**config.mk**
```make
export PLATFORM = sky130hd
export DESIGN_NAME = access_chunk_splitter_unit
export DESIGN_NICKNAME = d
export VERILOG_FILES = /design/src/hw/rtl/acs_pkg.sv /design/src/hw/rtl/access_chunk_splitter_unit.sv /design/src/hw/rtl/acs_ctrl.sv /design/src/hw/rtl/acs_dp.sv
export SDC_FILE = /design/constraint.sdc
export NUM_CORES = 1
export LEC_CHECK = 0
export BUFFER_PORTS_ARGS = -buffer_cell sky130_fd_sc_hd__buf_2
export CORE_UTILIZATION = 35
export DETAILED_ROUTE_END_ITERATION = 7
export GPL_TIMING_DRIVEN = 1
export HOLD_SLACK_MARGIN = 0.15
export PLACE_DENSITY = 0.62
export SLEW_MARGIN = 20
export SYNTH_ARGS = -nofsm -noshare
export SYNTH_HDL_FRONTEND = slang
export SYNTH_SLANG_ARGS = --single-unit
```
**constraint.sdc**
```tcl
create_clock -name clk -period 12 [get_ports clk]
set_clock_uncertainty 0.1 [all_clocks]
set_input_delay 1.2 -clock clk [delete_from_list [all_inputs] [get_ports clk]]
set_output_delay 1.2 -clock clk [all_outputs]
set_load 0.02 [all_outputs]
```
**src/hw/rtl/acs_pkg.sv**
```systemverilog
// access chunk splitter package: field widths, chunk sizes and the
// command/status structs shared by the controller, datapath and top level
// no dependencies
package acs_pkg;

  // field widths
  localparam int ADDR_W = 48;
  localparam int LEN_W  = 9;
  localparam int TID_W  = 3;
  localparam int REC_W  = ADDR_W + TID_W + 1;
  localparam int CNT_W  = 32;
  localparam int SIZE_W = 4;

  // line size default and clamp on the access length
  localparam int DEF_LOG_LINE_BYTES = 6;
  localparam logic [LEN_W-1:0] MAX_BYTES = LEN_W'(256);

  // chunk sizes
  localparam logic [SIZE_W-1:0] CHUNK_8 = SIZE_W'(8);
  localparam logic [SIZE_W-1:0] CHUNK_4 = SIZE_W'(4);
  localparam logic [SIZE_W-1:0] CHUNK_2 = SIZE_W'(2);
  localparam logic [SIZE_W-1:0] CHUNK_1 = SIZE_W'(1);

  // controller to datapath
  typedef struct packed {
    logic load;   // take a new access into the working registers
    logic emit;   // issue one chunk into the output register
  } acs_cmd_t;

  // datapath to controller
  typedef struct packed {
    logic slot_free;  // output register can take a chunk this cycle
    logic last;       // the chunk at hand ends the access
    logic len_nz;     // the offered access has a nonzero length
  } acs_status_t;

endpackage

```
**src/hw/rtl/access_chunk_splitter_unit.sv**
```systemverilog
// access chunk splitter top level: splits one memory access into chunk records
// instantiates acs_ctrl and acs_dp; uses acs_pkg
//
//   channel | handshake          | payload
//   in      | in_valid/in_stall  | address, access_bytes, thread_id, is_write
//   out     | out_valid/out_stall| packed_record, last_chunk, records_so_far
//
// one record leaves per cycle while out_stall is low, and the next access is
// taken in the cycle its last chunk issues
// the loop of one chunk per cycle through the address adder sets this figure
// a zero-length access is accepted and yields nothing
// rst_n clears the state machine, the output valid and the record count
// out_stall holds the output register; the splitter waits with it
module access_chunk_splitter_unit #(
  parameter int LOG_LINE_BYTES = acs_pkg::DEF_LOG_LINE_BYTES
) (
  input  logic                        clk,
  input  logic                        rst_n,
  input  logic                        in_valid,
  output logic                        in_stall,
  input  logic [acs_pkg::ADDR_W-1:0]  in_address,
  input  logic [acs_pkg::LEN_W-1:0]   in_access_bytes,
  input  logic [acs_pkg::TID_W-1:0]   in_thread_id,
  input  logic                        in_is_write,
  output logic                        out_valid,
  input  logic                        out_stall,
  output logic [acs_pkg::REC_W-1:0]   out_packed_record,
  output logic                        out_last_chunk,
  output logic [acs_pkg::CNT_W-1:0]   out_records_so_far
);
  import acs_pkg::*;

  acs_cmd_t    cmd;
  acs_status_t status;

  // sequencing
  acs_ctrl u_ctrl (
    .clk      (clk),
    .rst_n    (rst_n),
    .in_valid (in_valid),
    .in_stall (in_stall),
    .status   (status),
    .cmd      (cmd)
  );

  // address, length and record path
  acs_dp #(
    .LOG_LINE_BYTES (LOG_LINE_BYTES)
  ) u_dp (
    .clk                (clk),
    .rst_n              (rst_n),
    .in_address         (in_address),
    .in_access_bytes    (in_access_bytes),
    .in_thread_id       (in_thread_id),
    .in_is_write        (in_is_write),
    .out_valid          (out_valid),
    .out_stall          (out_stall),
    .out_packed_record  (out_packed_record),
    .out_last_chunk     (out_last_chunk),
    .out_records_so_far (out_records_so_far),
    .cmd                (cmd),
    .status             (status)
  );

endmodule

```
**src/hw/rtl/acs_ctrl.sv**
```systemverilog
// access chunk splitter controller: idle/run state machine
// drives load and emit commands from datapath status; uses acs_pkg
module acs_ctrl (
  input  logic                 clk,
  input  logic                 rst_n,
  input  logic                 in_valid,
  output logic                 in_stall,
  input  acs_pkg::acs_status_t status,
  output acs_pkg::acs_cmd_t    cmd
);
  import acs_pkg::*;

  localparam logic ST_IDLE = 1'b0;
  localparam logic ST_RUN  = 1'b1;

  logic state_r;
  logic state_nxt;
  logic free_in;
  logic accept;

  // a new access may enter while idle or while the final chunk is issued
  always_comb begin
    cmd.emit = (state_r == ST_RUN) && status.slot_free;
    free_in  = (state_r == ST_IDLE) || (cmd.emit && status.last);
    accept   = in_valid && free_in;
    cmd.load = accept;
    in_stall = !free_in;
  end

  // next state
  always_comb begin
    state_nxt = state_r;
    if (accept) begin
      state_nxt = status.len_nz ? ST_RUN : ST_IDLE;
    end else if (cmd.emit && status.last) begin
      state_nxt = ST_IDLE;
    end
  end

  always_ff @(posedge clk) begin
    if (!rst_n) begin
      state_r <= ST_IDLE;
    end else begin
      state_r <= state_nxt;
    end
  end

endmodule

```
**src/hw/rtl/acs_dp.sv**
```systemverilog
// access chunk splitter datapath: working address and length, chunk sizing,
// output register and record counter; uses acs_pkg
module acs_dp #(
  parameter int LOG_LINE_BYTES = acs_pkg::DEF_LOG_LINE_BYTES
) (
  input  logic                        clk,
  input  logic                        rst_n,
  input  logic [acs_pkg::ADDR_W-1:0]  in_address,
  input  logic [acs_pkg::LEN_W-1:0]   in_access_bytes,
  input  logic [acs_pkg::TID_W-1:0]   in_thread_id,
  input  logic                        in_is_write,
  output logic                        out_valid,
  input  logic                        out_stall,
  output logic [acs_pkg::REC_W-1:0]   out_packed_record,
  output logic                        out_last_chunk,
  output logic [acs_pkg::CNT_W-1:0]   out_records_so_far,
  input  acs_pkg::acs_cmd_t           cmd,
  output acs_pkg::acs_status_t        status
);
  import acs_pkg::*;

  localparam int LineBytes = 1 << LOG_LINE_BYTES;

  // working registers of the access in flight
  logic [ADDR_W-1:0] cur_r, cur_nxt;
  logic [LEN_W-1:0]  rem_r, rem_nxt;
  logic [TID_W-1:0]  tid_r, tid_nxt;
  logic              wr_r, wr_nxt;

  // output register and record count
  logic              ovalid_r, ovalid_nxt;
  logic [REC_W-1:0]  rec_r, rec_nxt;
  logic              olast_r, olast_nxt;
  logic [CNT_W-1:0]  cnt_r, cnt_nxt;

  logic [LEN_W-1:0]  room;
  logic [LEN_W-1:0]  seg;
  logic [SIZE_W-1:0] size;
  logic [LEN_W-1:0]  len_clamped;

  // bytes left in the current line segment
  always_comb begin
    room = LEN_W'(LineBytes) - LEN_W'(cur_r[LOG_LINE_BYTES-1:0]);
    seg  = (rem_r < room) ? rem_r : room;
  end

  // largest chunk that still fits the segment
  always_comb begin
    priority if (seg >= LEN_W'(CHUNK_8)) begin
      size = CHUNK_8;
    end else if (seg[2]) begin
      size = CHUNK_4;
    end else if (seg[1]) begin
      size = CHUNK_2;
    end else begin
      size = CHUNK_1;
    end
  end

  // status back to the controller
  always_comb begin
    len_clamped      = in_access_bytes[LEN_W-1] ? MAX_BYTES : in_access_bytes;
    status.len_nz    = (len_clamped != '0);
    status.last      = (rem_r == LEN_W'(size));
    status.slot_free = !ovalid_r || !out_stall;
  end

  // working register update
  always_comb begin
    cur_nxt = cur_r;
    rem_nxt = rem_r;
    tid_nxt = tid_r;
    wr_nxt  = wr_r;
    if (cmd.load) begin
      cur_nxt = in_address;
      rem_nxt = len_clamped;
      tid_nxt = in_thread_id;
      wr_nxt  = in_is_write;
    end else if (cmd.emit) begin
      cur_nxt = cur_r + ADDR_W'(size);
      rem_nxt = rem_r - LEN_W'(size);
    end
  end

  // output register and running count
  always_comb begin
    ovalid_nxt = ovalid_r && out_stall;
    rec_nxt    = rec_r;
    olast_nxt  = olast_r;
    cnt_nxt    = cnt_r;
    if (cmd.emit) begin
      ovalid_nxt = 1'b1;
      rec_nxt    = {cur_r, tid_r, wr_r};
      olast_nxt  = status.last;
      cnt_nxt    = cnt_r + CNT_W'(1);
    end
  end

  always_ff @(posedge clk) begin
    if (!rst_n) begin
      ovalid_r <= 1'b0;
      cnt_r    <= '0;
    end else begin
      ovalid_r <= ovalid_nxt;
      cnt_r    <= cnt_nxt;
    end
  end

  always_ff @(posedge clk) begin
    cur_r   <= cur_nxt;
    rem_r   <= rem_nxt;
    tid_r   <= tid_nxt;
    wr_r    <= wr_nxt;
    rec_r   <= rec_nxt;
    olast_r <= olast_nxt;
  end

  assign out_valid          = ovalid_r;
  assign out_packed_record  = rec_r;
  assign out_last_chunk     = olast_r;
  assign out_records_so_far = cnt_r;

endmodule

```
==> results.json <==
{
  "critPathTopFamily": "simple AND/OR/NAND/NOR gates",
  "via_count": 5712,
  "grt_max_degree": 63,
  "cts_buffers": 17,
  "p_leak_nw": 3.46,
  "seq_area_mm2": 0.00410,
  "clock-sinks": 148,
  "routed_wl_mm": 18.5,
  "clk_latency_ns": 0.43,
  "worstSetupPathType": "reg -> reg",
  "cp.required_ns": 11.96,
  "tns_ns": 0,
  "slowest_delay_ns": 0.64,
  "path_clk_slew_ns": 0.07,
  "ys_warn_count": 0,
  "max-slew-margin-rel": 0.317,
  "max_freq_ghz": 0.153,
  "ys_types": 61,
  "cp_max_fo": 62,
  "antenna_found_initial": 3,
  "multi_input_area_mm2": 0.00325,
  "post_cts_buffers": 0,
  "route.detailed.drc": 0,
  "gr-total-overflow": 0,
  "cp_num_buf_inv": 2,
  "p_per_area_mw_per_mm2": 171,
  "clockBufferDepth": 2,
  "final_common_cell": "buf_2",
  "postRouteAntennaNets": 0,
  "endpoint_kind": "register",
  "peakVddDrop_mv": 0.125,
  "drv_cap": 0,
  "post-route-min-period_ns": 6.55,
  "area_growth_pct": 21.9,
  "period_share": 0.545,
  "regToRegSetupSlack_ns": 5.45,
  "worst_pin_slew_ns": 1.02,
  "arrival_ns": 6.50,
  "drtPass1Iterations": 4,
  "n_fill_cell": 1949,
  "layout_setup_ws_ns": 5.45,
  "power_mw": 1.56,
  "start_kind": "register",
  "start_util": 0.357,
  "drive_gt1_frac": 0.255,
  "die_area_mm2": 0.0221,
  "worst_path_max_delay_cell": "or4_4",
  "async_reset_ff_frac": 0,
  "dp_slack_ns": 5.60,
  "portBuffers": 151,
  "finalHoldViolations": 0,
  "h-tree-depth": 4,
  "grt.total_usage": 0.171,
  "gp_congestion": 0.851,
  "dpl_cell_area_mm2": 0.00855,
  "grt_pass1_wl_mm": 28.8,
  "seq_area_frac_synth": 0.546,
  "ys_seq_elements": 148,
  "cp_cell_sequence": "or4_4 -> nor2_1 -> xor2_1 -> ha_1 -> nand2_1 -> o21ai_1 -> a21o_1 -> a21oi_1 -> or2_2 -> ha_1 -> nand4b_1 -> nor3_1 -> nand3_1 -> o32a_2 -> buf_4 -> nand2b_2 -> buf_4",
  "cts_tree": "done",
  "syn_nets": 757,
  "yosys_most_used_dff": "edfxtp_1",
  "rsz0062_at_grt": "no",
  "synth.cell_area_mm2": 0.00751,
  "core_area_mm2": 0.0210,
  "synth-edff-count": 114,
  "slew_viol_final": 0,
  "drt_iter0_markers": 370,
  "syn_inst": 675,
  "final_area_mm2": 0.00916,
  "hpwlAfterDp_mm": 12.7,
  "die_h_um": 149,
  "first_global_vias": 5436,
  "pin_count": 152,
  "num-nets-final": 904,
  "setup_viol": 0,
  "status": "finished clean",
  "die_w_um": 149,
  "hold_buffers": 0,
  "cts_resized": 0,
  "syn_area_per_cell_um2": 11.1,
  "rows": 53,
  "drt-wirelength-per-cell_um": 16.6,
  "mostFrequentLayoutCells": "buf_2, edfxtp_1, nor2_1, a21oi_1, xnor2_1",
  "viasPerCell": 5.14,
  "min_path_type": "reg -> reg",
  "cts_root_buf": "clkbuf_16"
}
## state kept, by name, summed over array words and instances (netlist names), 3 cells and up
name and flops:
u_dp.cur_r 48, u_dp.out_packed_record 52, u_dp.out_records_so_far 32, u_dp.rem_r 9
u_dp.tid_r 3
## per-layer routing
layer	GRT usage	part of all wire	up-vias	routed length (um)
met5	0	0.00070	-	13
met4	0.0613	0.017	2	312
met3	0.0540	0.074	27	1370
met2	0.258	0.44	174	8190
met1	0.230	0.46	2714	8580
li1	-	-	2795	-
## synthesized netlist by cell type (all sizes together), types with 3 or more instances
cell type,instances,area [um^2]
o32ai,3,26.3
o211ai,9,67.6
and2,39,244
xor2,29,254
nor3,7,35.0
or3,10,62.6
clkbuf,12,45.0
xnor2,45,394
a21o,4,30.0
and4,10,87.6
nand3b,3,22.5
or2,5,31.3
a2111oi,3,45.0
and3,11,68.8
nor2b,10,62.6
inv,19,71.3
nand4,22,138
o21ai,27,146
nand3,17,85.1
ha,15,188
o31a,3,26.3
mux2,8,90.1
a211oi,6,55.1
edfxtp,114,3420
buf,16,88.8
a31oi,11,68.8
a21oi,46,230
nor2,56,210
nand2,35,131
o21a,3,22.5
o31ai,5,37.5
dfxtp,34,681
o2111ai,8,70.1
## where the power goes
| group | internal, mW | total (mW) | switching, mW |
|---|---|---|---|
| logic | 0.127 | 0.328 | 0.201 |
| clock network | 0.312 | 0.546 | 0.233 |
| registers | 0.628 | 0.690 | 0.0622 |
| total | 1.07 | 1.56 | 0.497 |
## area by class of cell
cell class / instances / share of cell area
Timing Repair Buffer: 156 / 0.0866
Clock inverter: 15 / 0.0187
Sequential cell: 148 / 0.448
Multi-Input combinational cell: 480 / 0.354
Antenna cell: 1 / 0.000273
Clock buffer: 17 / 0.0465
Inverter: 19 / 0.00779
Tap cell: 275 / 0.0376
## cell families (layout without fill, tap and decap cells)
| family | after synthesis | after routing | share of synthesized area |
|---|---|---|---|
| AOI/OAI and AO/OA | 142 | 142 | 0.126 |
| xor gates and xnor gates | 74 | 74 | 0.0862 |
| adders and majority gates | 19 | 19 | 0.0330 |
| buffers and inverters | 47 | 207 | 0.0273 |
| DFF | 148 | 148 | 0.546 |
| muxes | 10 | 10 | 0.0147 |
| other | 0 | 1 | 0 |
| and+or+nand+nor | 235 | 235 | 0.167 |
## per-stage QoR
step | utilization | std cells | hold slack (ns)
2_1_floorplan | - | 675 | 0.300
6_report | 0.436 | 1111 | 0.318
5_1_grt | 0.436 | 1110 | 0.342
3_3_place_gp | 0.407 | 1078 | 0.304
3_5_place_dp | 0.407 | 1078 | 0.305
4_1_cts | 0.435 | 1110 | 0.320
## worst paths after layout
path | start | endpoint | depth (start not counted)
worst max-delay path | u_dp.cur_r[3] | u_dp.cur_r[1] | 17
worst min-delay path | u_dp.tid_r[1] | u_dp.out_packed_record[2] | 0
worst max register to register | u_dp.cur_r[3] | u_dp.cur_r[1] | 17
worst min register to register | u_dp.tid_r[1] | u_dp.out_packed_record[2] | 0
## worst register-to-register path, delay by kind of cell, from the launching register on
family | cells | cell delay [ns]
AND/OR/NAND/NOR | 8 | 1.87
XOR/XNOR | 1 | 0.10
flip-flops | 1 | 0.59
adder cells (fa/ha/maj) | 2 | 0.64
buffers and inverters | 2 | 1.07
AO/OA/AOI/OAI | 4 | 1.74
(Power assumes the default switching activity.)
